**config.mk**
```make
export PLATFORM = sky130hd
export DESIGN_NAME = sync_length_packet_deframer
export DESIGN_NICKNAME = d
export VERILOG_FILES = /design/src/sv/slpd_pkg.sv /design/src/sv/sync_length_packet_deframer.sv
export VERILOG_INCLUDE_DIRS = /design/src /design/src/sv
export SDC_FILE = /design/constraint.sdc
export NUM_CORES = 1
export LEC_CHECK = 0
export BUFFER_PORTS_ARGS = -buffer_cell sky130_fd_sc_hd__clkbuf_2
export CORE_AREA = 2 2 78 109
export CTS_CLUSTER_DIAMETER = 60
export DETAILED_ROUTE_END_ITERATION = 8
export DIE_AREA = 0 0 80 111
export GPL_ROUTABILITY_DRIVEN = 0
export PLACE_DENSITY_LB_ADDON = 0.12
export SYNTH_ARGS = -nofsm -noshare
export SYNTH_HDL_FRONTEND = slang
export SYNTH_SLANG_ARGS = --single-unit
```
**constraint.sdc**
```tcl
create_clock -name clk -period 4.2 [get_ports clk]
set_input_delay 0 -clock clk [delete_from_list [all_inputs] [get_ports clk]]
set_output_delay 0 -clock clk [all_outputs]
set_load 0.005 [all_outputs]
```
**src/sv/sync_length_packet_deframer_defines.svh**
```systemverilog
// ----------------------------------------------------------------------------
// Assertion macros for the sync/length packet deframer
// Checks compile away when SYNTHESIS is defined.
// ----------------------------------------------------------------------------
`ifndef SYNC_LENGTH_PACKET_DEFRAMER_DEFINES_SVH
`define SYNC_LENGTH_PACKET_DEFRAMER_DEFINES_SVH

`ifndef SYNTHESIS
// Checked only outside reset.
`define SLPD_ASSERT(label, prop) \
  label: assert property (@(posedge clk) disable iff (rst) (prop)) \
    else $error("deframer check failed");
// Checked at every edge, reset included.
`define SLPD_ASSERT_ALWAYS(label, prop) \
  label: assert property (@(posedge clk) (prop)) \
    else $error("deframer check failed");
`else
`define SLPD_ASSERT(label, prop)
`define SLPD_ASSERT_ALWAYS(label, prop)
`endif

`endif

```
**src/sv/slpd_pkg.sv**
```systemverilog
// ----------------------------------------------------------------------------
// Sync/length packet deframer package
// Types, operation codes, phase encoding and framing constants.
// ----------------------------------------------------------------------------
`timescale 1ns / 1ps

package slpd_pkg;

  localparam logic [7:0] SYNC_BYTE = 8'hFF;
  localparam logic [7:0] LEN_LIMIT = 8'd254;

  localparam logic [1:0] OP_BYTE       = 2'd0;
  localparam logic [1:0] OP_RELEASE    = 2'd1;
  localparam logic [1:0] OP_LINE_ERROR = 2'd2;

  typedef enum logic [2:0] {
    PH_SYNC1 = 3'd0,
    PH_SYNC2 = 3'd1,
    PH_LEN   = 3'd2,
    PH_CMD   = 3'd3,
    PH_DATA  = 3'd4,
    PH_HOLD  = 3'd5
  } phase_t;

  typedef struct packed {
    logic [1:0] operation;
    logic [7:0] rx_byte;
  } item_t;

  typedef struct packed {
    logic [7:0] frame_command;
    logic [7:0] payload_byte;
    logic [7:0] byte_index;
    logic       payload_valid;
    logic       frame_end;
  } result_t;

endpackage

```
**src/sv/sync_length_packet_deframer.sv**
```systemverilog
// ----------------------------------------------------------------------------
// Sync/length packet deframer
// Results are registered, in the output register or, while it is held, in the skid entry.
// One item is taken per cycle while the skid entry is empty; a two-entry output buffer
// (register + skid) lets input keep flowing while the result side stalls, until the skid fills.
// Reset (synchronous, active high) returns to sync hunting with empty outputs.
// ----------------------------------------------------------------------------
`timescale 1ns / 1ps
`include "sync_length_packet_deframer_defines.svh"

module sync_length_packet_deframer (
  input  logic              clk,
  input  logic              rst,
  input  logic              item_valid,
  output logic              item_stall,
  input  slpd_pkg::item_t   item,
  output logic              result_valid,
  input  logic              result_stall,
  output slpd_pkg::result_t result
);

  slpd_pkg::phase_t  phase;
  slpd_pkg::phase_t  phase_next;
  logic [7:0]        bytes_remaining;
  logic [7:0]        bytes_remaining_next;
  logic [7:0]        current_command;
  logic [7:0]        current_command_next;
  logic [7:0]        payload_position;
  logic [7:0]        payload_position_next;

  logic              skid_valid;
  slpd_pkg::result_t skid;
  slpd_pkg::result_t res_new;
  logic              res_push;
  logic              accept;
  logic              pop;
  logic [7:0]        rem_dec;

  assign item_stall = skid_valid;
  assign accept     = item_valid && !item_stall;
  assign pop        = result_valid && !result_stall;
  assign rem_dec    = bytes_remaining - 8'd1;

  // Next phase.
  always_comb begin
    phase_next = phase;
    if (accept) begin
      case (item.operation)
        slpd_pkg::OP_LINE_ERROR: phase_next = slpd_pkg::PH_SYNC1;
        slpd_pkg::OP_RELEASE: begin
          if (phase == slpd_pkg::PH_HOLD) begin
            phase_next = slpd_pkg::PH_SYNC1;
          end
        end
        slpd_pkg::OP_BYTE: begin
          case (phase)
            slpd_pkg::PH_SYNC2: begin
              phase_next = (item.rx_byte == slpd_pkg::SYNC_BYTE) ?
                           slpd_pkg::PH_LEN : slpd_pkg::PH_SYNC1;
            end
            slpd_pkg::PH_LEN: begin
              phase_next = (item.rx_byte != 8'd0 && item.rx_byte < slpd_pkg::LEN_LIMIT) ?
                           slpd_pkg::PH_CMD : slpd_pkg::PH_SYNC1;
            end
            slpd_pkg::PH_CMD: begin
              phase_next = (rem_dec != 8'd0) ? slpd_pkg::PH_DATA : slpd_pkg::PH_HOLD;
            end
            slpd_pkg::PH_DATA: begin
              phase_next = (rem_dec != 8'd0) ? slpd_pkg::PH_DATA : slpd_pkg::PH_HOLD;
            end
            slpd_pkg::PH_HOLD: phase_next = slpd_pkg::PH_HOLD;
            default: begin
              phase_next = (item.rx_byte == slpd_pkg::SYNC_BYTE) ?
                           slpd_pkg::PH_SYNC2 : slpd_pkg::PH_SYNC1;
            end
          endcase
        end
        default: phase_next = phase;
      endcase
    end
  end

  // Counters, command and the result of this item.
  always_comb begin
    bytes_remaining_next  = bytes_remaining;
    current_command_next  = current_command;
    payload_position_next = payload_position;
    res_push              = 1'b0;
    res_new               = '0;
    if (accept && item.operation == slpd_pkg::OP_BYTE) begin
      case (phase)
        slpd_pkg::PH_LEN: begin
          if (item.rx_byte != 8'd0 && item.rx_byte < slpd_pkg::LEN_LIMIT) begin
            bytes_remaining_next = item.rx_byte;
          end
        end
        slpd_pkg::PH_CMD: begin
          current_command_next  = item.rx_byte;
          bytes_remaining_next  = rem_dec;
          payload_position_next = 8'd0;
          if (rem_dec == 8'd0) begin
            // A length of one closes the frame on the command byte.
            res_push              = 1'b1;
            res_new.frame_command = item.rx_byte;
            res_new.frame_end     = 1'b1;
          end
        end
        slpd_pkg::PH_DATA: begin
          bytes_remaining_next  = rem_dec;
          payload_position_next = payload_position + 8'd1;
          res_push              = 1'b1;
          res_new.frame_command = current_command;
          res_new.payload_byte  = item.rx_byte;
          res_new.byte_index    = payload_position;
          res_new.payload_valid = 1'b1;
          res_new.frame_end     = (rem_dec == 8'd0);
        end
        default: begin
          res_push = 1'b0;
        end
      endcase
    end
  end

  always_ff @(posedge clk) begin
    if (rst) begin
      phase            <= slpd_pkg::PH_SYNC1;
      bytes_remaining  <= 8'd0;
      current_command  <= 8'd0;
      payload_position <= 8'd0;
    end else begin
      phase            <= phase_next;
      bytes_remaining  <= bytes_remaining_next;
      current_command  <= current_command_next;
      payload_position <= payload_position_next;
    end
  end

  // Output register with a skid entry behind it. A push never coincides
  // with a full skid, since the input is stalled then.
  always_ff @(posedge clk) begin
    if (rst) begin
      result_valid <= 1'b0;
      skid_valid   <= 1'b0;
    end else if (pop) begin
      if (skid_valid) begin
        result_valid <= 1'b1;
        skid_valid   <= 1'b0;
      end else begin
        result_valid <= res_push;
      end
    end else if (res_push) begin
      if (!result_valid) begin
        result_valid <= 1'b1;
      end else begin
        skid_valid <= 1'b1;
      end
    end
  end

  always_ff @(posedge clk) begin
    if (pop) begin
      if (skid_valid) begin
        result <= skid;
      end else if (res_push) begin
        result <= res_new;
      end
    end else if (res_push) begin
      if (!result_valid) begin
        result <= res_new;
      end else begin
        skid <= res_new;
      end
    end
  end

  `SLPD_ASSERT_ALWAYS(a_skid_behind_output, skid_valid |-> result_valid)
  `SLPD_ASSERT(a_skid_only_on_stall, $rose(skid_valid) |-> $past(result_valid && result_stall))
  `SLPD_ASSERT(a_data_has_bytes, phase == slpd_pkg::PH_DATA |-> bytes_remaining != 8'd0)
  `SLPD_ASSERT(a_end_enters_hold, (res_push && res_new.frame_end) |=> phase == slpd_pkg::PH_HOLD)
  `SLPD_ASSERT(a_push_needs_accept, res_push |-> (accept && item.operation == slpd_pkg::OP_BYTE))

endmodule
```
# After elaboration in Yosys (flattened, before gate mapping)
# Index checks and enable logic that the tools add are counted.
# Widths: inputs -> output; s select.
# totals
elab_cells	81
mem_bits_rw	0
latchBits	0
mem_count	0
rom_bits	0
input_bits	14
regBits	81
output_inout_bits	28
# op_classes
eq_ne	11
shifts	0
n_reduce_logical	24
div_mod_pow	0
addsub	2
multipliers	0
mux	26
n_bitwise	1
n_lt_le_gt_ge	1
# op_table
cell	n
$mux 26	6
$pmux 8 s2	3
$mux 17	1
$mux 8	2
$reduce_bool 8->1	2
$pmux 3 s4	1
$reduce_and 3->1	4
$pmux 3 s3	1
$add 8x1->8 const B	1
$eq 8x8->1 const B	1
$logic_not 8->1	1
$lt 8x8->1 const B	1
$reduce_bool 2->1	4
$sub 8x1->8 const B	1
$mux 1	7
$eq 3x2->1 const B	2
$eq 3x3->1 const B	2
$reduce_and 2->1	3
$logic_and 1x1->1	4
$mux 2	2
$ne 2x2->1 const B	2
$pmux 1 s2	2
$reduce_or 2->1	2
$eq 3x1->1 const B	1
other kinds (8)	9

# Depth between registers and ports, before layout
# Gate-level depths: netlist of run 1.
# depth
depth_word	8
ltp_mapped	8
ltp_nobuf	7

# Worst setup path before layout of run 1
# No wires, ideal clock.
# synth_path
path_kind	flip-flop to flip-flop
from	register bytes_remaining[0]
to	register result[0] (netlist name), enable pin
period_less_slack_ns	3.128
required_ns	3.784
path_slack_ns	1.072
t_arrival_ns	2.711
n_path_buf	1
setup_ns	0.416
stages_incl_launch_ff	7
path_cell_list	dfxtp_1 or3_1 buf_2 xnor2_4 nor3_4 nor2_1 a21boi_1
# synth_between
elab_chain_cells	7
word_cells_on_any_way	8
cone_classes	1 x add/sub; 3 x mux; 4 x reduce/logical
# synth_lines
item	line_no	source
start, declared	sync_length_packet_deframer.sv:24	logic [7:0] bytes_remaining;
start signal, assigned	sync_length_packet_deframer.sv:133	bytes_remaining <= bytes_remaining_next;
$sub 8x1->8 *	sync_length_packet_deframer.sv:42	assign rem_dec = bytes_remaining - 8'd1;
$logic_not 8->1 *	sync_length_packet_deframer.sv:101	if (rem_dec == 8'd0) begin
$mux 1 *	sync_length_packet_deframer.sv:101	
$pmux 1 s2 *	sync_length_packet_deframer.sv:91	case (phase)
$mux 1 *	sync_length_packet_deframer.sv:90	if (accept && item.operation == slpd_pkg::OP_BYTE) begin
$reduce_bool 2->1 (no line)	--	
$reduce_and 3->1 (no line) *	--	
end signal, assigned	sync_length_packet_deframer.sv:164	result <= skid;
end signal, assigned	sync_length_packet_deframer.sv:166	result <= res_new;
end signal, assigned	sync_length_packet_deframer.sv:170	result <= res_new;
end, declared	sync_length_packet_deframer.sv:19	output slpd_pkg::result_t result
# Mark *: on every way between the ends. The rest lies on a longest branch, timed or not.
# A chain may end at the register's enable or synchronous reset.

# Worst setup path in the final report of run 1
# layout_path
from	register phase[1]
to	register result[12] (netlist name), enable pin
# layout_between
elab_chain_cells	5
word_cells_on_any_way	7
cone_classes	2 x eq/ne; 2 x mux; 3 x reduce/logical
# layout_lines
item	line_no	source
start, declared	sync_length_packet_deframer.sv:22	slpd_pkg::phase_t phase;
start signal, assigned	sync_length_packet_deframer.sv:127	phase <= slpd_pkg::PH_SYNC1;
start signal, assigned	sync_length_packet_deframer.sv:132	phase <= phase_next;
$eq 3x3->1 or $eq 3x2->1 (tied branches)	sync_length_packet_deframer.sv:91	
$pmux 1 s2 *	sync_length_packet_deframer.sv:91	
$mux 1 *	sync_length_packet_deframer.sv:90	
$reduce_bool 2->1 (no line)	--	
$reduce_and 3->1 (no line) *	--	
# Marked as above.

==> flow_summary.ini, run 1 <==
[status]
status = finished clean

[timing]
min_period_ns = 3.08
relSlewSlack_pct = 48.7
slew_viol_final = 0
timing.final.crit_share_pct = 73.5
setup-tns-final_ns = 0
hold_violations = 0
finalSetupViolations = 0
fin_ws_ns = 1.12
fmax_mhz = 324
clock_skew_ns = 0.00385
rsz0062_at_grt = no
worst_pin_slew_ns = 0.770

[hold_path]
hp-class = primary input to flop

[power]
comb_power_share_pct = 2.2
powerDensity_mw_per_mm2 = 371
sw_frac_of_total_pct = 20.4
clkPwrFrac_pct = 46.9
switchingPower_uw = 335
p_int_uw = 1310
peakVddDrop_v = 0.000229
power_frac_seq_pct = 50.9
cellLeakagePower_uw = 0.00184
power_uw = 1640

[setup_path]
cp.arrival_ns = 3.09
required_ns = 4.20
cp-end-kind = flop
critPathMaxStageDelay_ns = 0.66
startpoint_type = flop
path_cells = nor2b_1 -> nand3_2 -> nor3_4 -> nor2_1 -> a21boi_2 -> buf_4
setup.worst_path.class = flop to flop
cp_max_fo = 26
crit_family = simple AND/OR/NAND/NOR gates
crit_buf_inv = 1
cp_slowest_cell = nor3_4

[yosys]
syn_nets = 353
syn_area_per_cell_um2 = 11.4
ys_ff_latch = 81
synth_edf_count = 52
synth_top_area_share_pct = 40.6
synthTopCellsByArea = edfxtp_1 41%, dfxtp_1 15%, a21o_1 3.7%
syn_inst = 336
synth_cell_type_count = 63
syn_area_mm2 = 0.00385
ys.warnings.count = 0
yosysSeqAreaShare_pct = 55.7
yosysTopAreaCell = edfxtp_1
ys_async_sr_fraction_pct = 0
synth_flop_cell = edfxtp_1

[final_layout]
fin_nets = 390
drive_gt1_share_pct = 23.0
fin_util_pct = 55.3
num_antenna_cells = 0
final_cell_mix = 52 x edfxtp_1, 41 x clkbuf_2, 29 x dfxtp_1
fill_cells = 729
layout_commonest_cell = edfxtp_1
area_delta_synth_final_pct = 15.0
finalInstanceArea_mm2 = 0.00442

[run]
cap_violations = 0

[route]
drcViolationCount = 0
vias = 2776
drtIter0Drc = 202
drt_pass1_iterations = 5
ant_nets = 0
routedWlPerCell_um = 17.1
routed_wirelength_um = 8230
vias_per_cell = 5.78

[cts]
cts.repair.resized = 0
clock_latency_ns = 0.33
clock_sinks = 81
cts_tree = done
clk_pin_slew_ns = 0.06
clk_path_buf_depth = 2
htreeDepth = 3
clock_tree.root_cell = clkbuf_16
hold_buffers = 2
numCtsBuffers = 9
cts_setup_buffers = 0

[grt]
antenna_found_initial = 0
grt_usage_pct = 19.9
grt_max_degree = 32
grt_first_pass_wirelength_um = 13500
grt_pass1_vias = 2679
overflow = 0

[floorplanning]
die_height_um = 111
fp.dieArea_mm2 = 0.00888
ios = 42
start_util_pct = 48.1
rows = 39
core_area_mm2 = 0.00800
die_w_um = 80

[placement]
dp_hpwl_um = 5670
dp_slack_ns = 1.15
placed_cell_area_mm2 = 0.00411
port_buffers = 41
-- Yosys cell counts (2+ instances only) --
master	n
nor2b_1	3
nand2_1	16
nor3_2	2
inv_1	13
xor2_1	3
a21oi_1	18
clkbuf_1	8
nand3_1	5
mux2i_1	7
buf_6	2
buf_2	11
nor3_1	7
ha_1	3
a211o_1	2
a222oi_1	8
a211oi_2	2
or3_1	6
a311oi_1	2
o21ai_1	2
nand4b_1	2
nor3b_1	2
mux2_2	3
a2111oi_2	2
nor2_1	25
nand2b_1	4
dfxtp_1	29
and3_1	18
o211ai_1	2
nand4_1	3
nor4_1	2
o21ai_0	13
nand3b_1	3
a22o_1	8
a21o_1	19
edfxtp_1	52
a22oi_1	2
-- worst paths after layout --
| kind | startpoint | to | slack (ns) | depth (start not counted) |
|---|---|---|---|---|
| max | phase[1] | result[12] | 1.12 | 6 |
| min | item[5] | current_command[5] | 0.04 | 3 |
| max reg2reg | phase[1] | result[12] | 1.12 | 6 |
| min reg2reg | payload_position[7] | payload_position[7] | 0.47 | 1 |
-- flip-flops by register name (all words and copies together) (netlist names) --
| register | count |
|---|---|
| result | 26 |
| bytes_remaining | 8 |
| skid | 26 |
| payload_position | 8 |
| current_command | 8 |
| item_stall | 1 |
| phase | 3 |
| result_valid | 1 |
-- cell families (layout without fill, tap and decap cells) --
family	count (synthesis)	after routing	share of synthesized area [%]
multiplexers	10	10	2.70
flip-flops	81	81	55.7
XOR/XNOR	4	4	1.40
AND/OR/NAND/NOR	112	112	17.5
adder cells (fa/ha/maj)	3	3	0.976
AO/OA/AOI/OAI	91	91	17.6
buffers and inverters	35	77	4.16
-- through the flow --
step	hold slack, ns	std cells
6_report	0.0403	480
4_1_cts	0.0284	480
5_1_grt	0.0520	480
2_1_floorplan	0.147	336
3_3_place_gp	0.286	462
3_5_place_dp	0.297	462
-- layout make-up --
class	instances	area, um2	share of cell area (%)
clock buffers	9	225	5.09
well taps	102	128	2.89
flip-flops and latches	81	2140	48.4
clock inverters	7	70.1	1.58
multi-input cells	220	1550	35.0
repair buffers	47	255	5.77
inverters	14	52.6	1.19
-- power by group through the flow --
stage / registers [uW] / clock network, uW / logic [uW]
4_1_cts: 837 / 785 / 35.2
3_3_place_gp: 854 / 0 / 33.6
2_1_floorplan: 854 / 0 / 15.1
5_1_grt: 836 / 819 / 38.9
6_report: 837 / 770 / 35.5
3_5_place_dp: 854 / 0 / 33.7
-- worst reg2reg max path: cells and delay by family (launching register included) --
family / cells / cell delay [ns]
simple gates: 4 / 1.66
flops: 1 / 0.57
buf+inv: 1 / 0.33
compound gates: 1 / 0.18
-- layer usage --
metal | wire [um] | GRT usage, % | vias to the layer above
li1 | - | - | 1359
met1 | 3370 | 23.9 | 1321
met2 | 4200 | 33.4 | 79
met3 | 426 | 4.64 | 17
met4 | 235 | 9.15 | 0
met5 | 0 | 0 | -
No activity file was read; power rests on OpenSTA's default activity.
==> run 2: changes to the inputs <==
==> constraint.sdc (replaced) <==
create_clock -name clk -period 2.75 [get_ports clk]
set_input_delay 0 -clock clk [delete_from_list [all_inputs] [get_ports clk]]
set_output_delay 0 -clock clk [all_outputs]
set_load 0.005 [all_outputs]
==> run 2 against run 1 <==
Count of clock-buffer cells in the layout increased by 3. Utilization grew 0.41 points. Combinational power up 45%. Cell count up 0.83%. Critical path depth unchanged. Largest cell class unchanged. Largest power group unchanged. Highest routed layer unchanged.
==> flow_summary.ini, run 2 (synthesized netlist as in run 1, its figures left out) <==
[grt]
grt_util_met1_pct = 24.5
grt_first_pass_wirelength_um = 13100
grt_max_degree = 32
gr-usage-met3_pct = 2.52
top_usage_layer = met2
overflow = 0
grt_pass1_vias = 2660
grt_usage_pct = 19.3
antenna_found_initial = 0
grt_use_met2_pct = 30.8

[timing]
min_period_ns = 2.20
clock_skew_ns = 0.00594
relSlewSlack_pct = 52.8
finalSetupViolations = 0
fin_ws_ns = 0.553
rsz0062_at_grt = no
worst_pin_slew_ns = 0.708
fmax_mhz = 455
slew_viol_final = 0
hold_violations = 0
worst_hold_slack_ns = 0.0155
setup-tns-final_ns = 0
timing.final.crit_share_pct = 79.9

[power]
switchingPower_uw = 486
clkPwrFrac_pct = 47.0
peakVddDrop_v = 0.000326
powerDensity_mw_per_mm2 = 563
power_frac_seq_pct = 50.9
comb_power_share_pct = 2.1
cellLeakagePower_uw = 0.00184
p_int_uw = 2020
sw_frac_of_total_pct = 19.4

[route]
drcViolationCount = 0
ant_nets = 0
routed_wirelength_um = 7870
routedWlPerCell_um = 16.3
drt_pass1_iterations = 6
drtIter0Drc = 189
vias = 2784
vias_per_cell = 5.75

[final_layout]
area_delta_synth_final_pct = 15.8
finalInstanceArea_mm2 = 0.00446
largestRegisters = result (26), skid (26)
fin_nets = 394
layout_commonest_cell = edfxtp_1
drive_gt1_share_pct = 23.6
num_antenna_cells = 0
final_cell_mix = 52 x edfxtp_1, 41 x clkbuf_2, 29 x dfxtp_1

[setup_path]
startpoint_type = flop
critPathMaxStageDelay_ns = 0.55
cp_max_fo = 26
cp.arrival_ns = 2.20
cp-end-kind = flop
crit_family = simple AND/OR/NAND/NOR gates
cp_slowest_cell = or3_1
path_cells = or3_1 -> xnor2_4 -> nor3_4 -> nor2_1 -> a21boi_2 -> buf_4
required_ns = 2.75
setup.worst_path.class = flop to flop
crit_buf_inv = 1

[floorplanning]
die_w_um = 80
core_area_mm2 = 0.00800
start_util_pct = 48.1
rows = 39
die_height_um = 111
ios = 42
fp.dieArea_mm2 = 0.00888

[cts]
htreeDepth = 3
cts.repair.resized = 0
cts_tree = done
clock_tree.root_cell = clkbuf_16
clock_sinks = 81
clock_latency_ns = 0.33
clk_path_buf_depth = 2
numCtsBuffers = 9
clk_pin_slew_ns = 0.06

[run]
cap_violations = 0

[placement]
port_buffers = 41
dp_hpwl_um = 5570
placed_cell_area_mm2 = 0.00415
dp_slack_ns = 0.546

[hold_path]
hp-class = primary input to flop

[status]
status = finished clean
-- run 2: routing by layer --
| layer | share of wire, % | vias up | routed length (um) |
|---|---|---|---|
| li1 | - | 1366 | - |
| met2 | 50 | 85 | 3970 |
| met5 | 0 | - | 0 |
| met3 | 3.6 | 17 | 282 |
| met1 | 43 | 1316 | 3350 |
| met4 | 3.4 | 0 | 270 |
-- run 2: worst paths after layout --
kind,start,to,slack [ns],cells after the start
worst max-delay path,bytes_remaining[0],result[22],0.55,6
worst min-delay path,item[0],bytes_remaining[0],0.02,3
worst max register to register,bytes_remaining[0],result[22],0.55,6
worst min register to register,payload_position[7],payload_position[7],0.48,1
-- run 2: per-stage QoR --
stage,total power [uW],instances,utilization (%)
floorplan,1330,336,-
detailed placement,1360,467,51.8
CTS,2540,484,55.7
finish,2510,484,55.7
global placement,1360,467,51.8
global route,2600,484,55.7
-- run 2: final cells by class --
class / count / area, um2
multi-input cells: 220 / 1550
inverters: 14 / 52.6
clock inverters: 4 / 53.8
fillers: 709 / 3550
repair buffers: 51 / 283
well taps: 102 / 128
flip-flops and latches: 81 / 2140
clock buffers: 12 / 246
-- run 2: worst reg2reg max path: stages (launching register included) --
cell,delay (ns)
dfxtp_1,0.35
or3_1,0.55
xnor2_4,0.20
nor3_4,0.18
nor2_1,0.11
a21boi_2,0.14
buf_4,0.33
-- run 2: power groups by stage --
stage               logic [uW]  clock network, uW  registers [uW]
global route              57.1               1270            1280
detailed placement        51.0                  0            1300
global placement          50.6                  0            1300
CTS                       52.2               1210            1280
finish                    51.5               1180            1280
floorplan                 23.1                  0            1300
-- run 2: repair_timing --
item,in CTS,in global routing
hold buffers,1,0
hold endpoints to repair,1,0
buffers inserted,0,0
==> run 3: changes to the inputs <==
--- a/config.mk
+++ b/config.mk
@@ -6,11 +6,12 @@
 export SDC_FILE = /design/constraint.sdc
 export NUM_CORES = 1
 export LEC_CHECK = 0
+export ABC_AREA = 1
 export BUFFER_PORTS_ARGS = -buffer_cell sky130_fd_sc_hd__clkbuf_2
-export CORE_AREA = 2 2 78 109
+export CORE_AREA = 2 2 77 109
 export CTS_CLUSTER_DIAMETER = 60
 export DETAILED_ROUTE_END_ITERATION = 8
-export DIE_AREA = 0 0 80 111
+export DIE_AREA = 0 0 79 111
 export GPL_ROUTABILITY_DRIVEN = 0
 export PLACE_DENSITY_LB_ADDON = 0.12
 export SYNTH_ARGS = -nofsm -noshare
==> constraint.sdc (replaced) <==
create_clock -name clk -period 2.2 [get_ports clk]
set_input_delay 0 -clock clk [delete_from_list [all_inputs] [get_ports clk]]
set_output_delay 0 -clock clk [all_outputs]
set_load 0.005 [all_outputs]
==> run 3 against run 2 <==
Utilization rose by 1.5 points. Clock power rose by 21%. Routed wire length rose by 1.3%. Setup slack got worse by 0.40 ns. First-iteration DRC count rose by 19%. Highest routed layer unchanged.
==> flow_summary.ini, run 3 <==
[yosys]
synth_edf_count = 52
yosysSeqAreaShare_pct = 56.4
syn_inst = 425
yosysTopAreaCell = edfxtp_1
syn_nets = 442
synth_cell_type_count = 31
ys.warnings.count = 0
yosys.area_share.adder_pct = 0.987
synth_flop_cell = edfxtp_1
yosys.area_share.simple_pct = 21.1
synth.top_cells.by_count = 84 x nand2_1, 57 x inv_1, 52 x edfxtp_1
ys_async_sr_fraction_pct = 0
synth_top_family_by_area = simple AND/OR/NAND/NOR gates
synth_top_area_share_pct = 41.1
ys_ff_latch = 81
synth_most_common_cell = nand2_1
syn_area_mm2 = 0.00380
synthXorXnorAreaFrac_pct = 0
syn_area_per_cell_um2 = 8.94
synthMuxAreaShare_pct = 0
synth_compound_area_share_pct = 13.1
synthTopCellsByArea = edfxtp_1 41%, dfxtp_1 15%, nand2_1 8.3%

[timing]
setup-tns-final_ns = 0
finalSetupViolations = 0
slew_viol_final = 0
rsz0062_at_grt = no
fmax_mhz = 488
relSlewSlack_pct = 61.7
hold_violations = 0
clock_skew_ns = 0.00788
fin_ws_ns = 0.149
worst_hold_slack_ns = 0.0342
timing.final.crit_share_pct = 93.2
worst_pin_slew_ns = 0.573
min_period_ns = 2.05

[cts]
htreeDepth = 3
clock_sinks = 81
clock_latency_ns = 0.33
cts_tree = done
clk_path_buf_depth = 2
clock_tree.root_cell = clkbuf_16
hold_buffers = 0
numCtsBuffers = 9
clk_pin_slew_ns = 0.06

[power]
peakVddDrop_v = 0.000600
cellLeakagePower_uw = 0.00177
power_uw = 3100
powerDensity_mw_per_mm2 = 685

[grt]
grt_max_degree = 34
grt_pass1_vias = 2850
grt_usage_pct = 19.7
overflow = 0
grt_first_pass_wirelength_um = 13300
antenna_found_initial = 0

[floorplanning]
die_height_um = 111
rows = 39
core_area_mm2 = 0.00791
die_w_um = 79
start_util_pct = 48.1
fp.dieArea_mm2 = 0.00877
ios = 42

[setup_path]
cp-end-kind = flop
cp.arrival_ns = 2.10
path_common_cell = nand2_1
startpoint_type = flop
cp_max_fo = 7
crit_buf_inv = 2
setup.worst_path.class = flop to flop
cp_slowest_cell = dfxtp_2
required_ns = 2.25
crit_family = simple AND/OR/NAND/NOR gates
path_cells = inv_2 -> ha_2 -> nand2_2 -> nor2_4 -> nand2_1 -> nand2_1 -> nand2_1 -> nor2_2 -> nand3_2 -> nand2_1 -> nand2_2 -> nor2_4 -> clkbuf_16
critPathMaxStageDelay_ns = 0.33

[route]
routed_wirelength_um = 7970
drt_pass1_iterations = 4
drtIter0Drc = 224
ant_nets = 0
drcViolationCount = 0
routedWlPerCell_um = 13.7
vias = 3031
vias_per_cell = 5.20

[run]
cap_violations = 0

[final_layout]
layout_commonest_cell = nand2_1
largestRegisters = result (26), skid (26)
num_antenna_cells = 0
drive_gt1_share_pct = 20.8
final_cell_mix = 82 x nand2_1, 56 x inv_1, 52 x edfxtp_1
area_delta_synth_final_pct = 19.0
fin_nets = 493

[placement]
port_buffers = 41
dp_hpwl_um = 5700
dp_slack_ns = 0.116

[status]
status = finished clean

[hold_path]
hp-class = primary input to flop
## run 3: logic make-up (layout without fill, tap and decap cells)
family                     count (synthesis)  after routing
adders and majority gates                  3              3
AOI/OAI and AO/OA                         92             92
and+or+nand+nor                          170            170
buffers and inverters                     79            135
DFF                                       81             81
## run 3: cell type report
type / count / area, um2
fillers: 729 / 3380
flip-flops and latches: 81 / 2140
multi-input cells: 265 / 1360
repair buffers: 55 / 357
inverters: 64 / 243
clock buffers: 10 / 229
well taps: 102 / 128
clock inverters: 6 / 57.6
## run 3: path summary, 6_finish.rpt
check | from | end | slack, ns | cells past startpoint
max | bytes_remaining[1] | skid[16] | 0.15 | 13
max reg2reg | bytes_remaining[1] | skid[16] | 0.15 | 13
min | result_stall | result_valid | 0.03 | 5
min reg2reg | bytes_remaining[1] | bytes_remaining[1] | 0.48 | 2
## run 3: report_power, final
group | switching [uW] | leakage (uW) | internal [uW]
registers | 0.0193 | 0.000635 | 1600
logic | 48.2 | 0.000999 | 17.9
clock network | 561 | 0.000136 | 871
## run 3: what timing repair did
action                     4_1_cts  5_1_grt
setup endpoints to repair        0       22
setup buffers                    0        3
resized for setup                0       10
## run 3: metrics by stage
stage / std cells / util [%] / cell area, um2
detailed placement: 563 / 52.6 / 4160
finish: 583 / 57.2 / 4520
global route: 583 / 57.2 / 4520
floorplan: 425 / - / 3810
CTS: 579 / 56.3 / 4450
global placement: 563 / 52.6 / 4160
## run 3: worst min-delay path, stage by stage
cell and delay [ns]:
clkbuf_2 0.10, nand2_1 0.07, nand4_1 0.09, nand2_1 0.05, inv_1 0.04
## run 3: layer usage
| layer | wire, um | GRT usage, % | vias up |
|---|---|---|---|
| met1 | 3470 | 25.0 | 1380 |
| li1 | - | - | 1533 |
| met2 | 3860 | 31.8 | 96 |
| met5 | 0 | 0 | - |
| met4 | 291 | 11.5 | 0 |
| met3 | 356 | 2.61 | 22 |
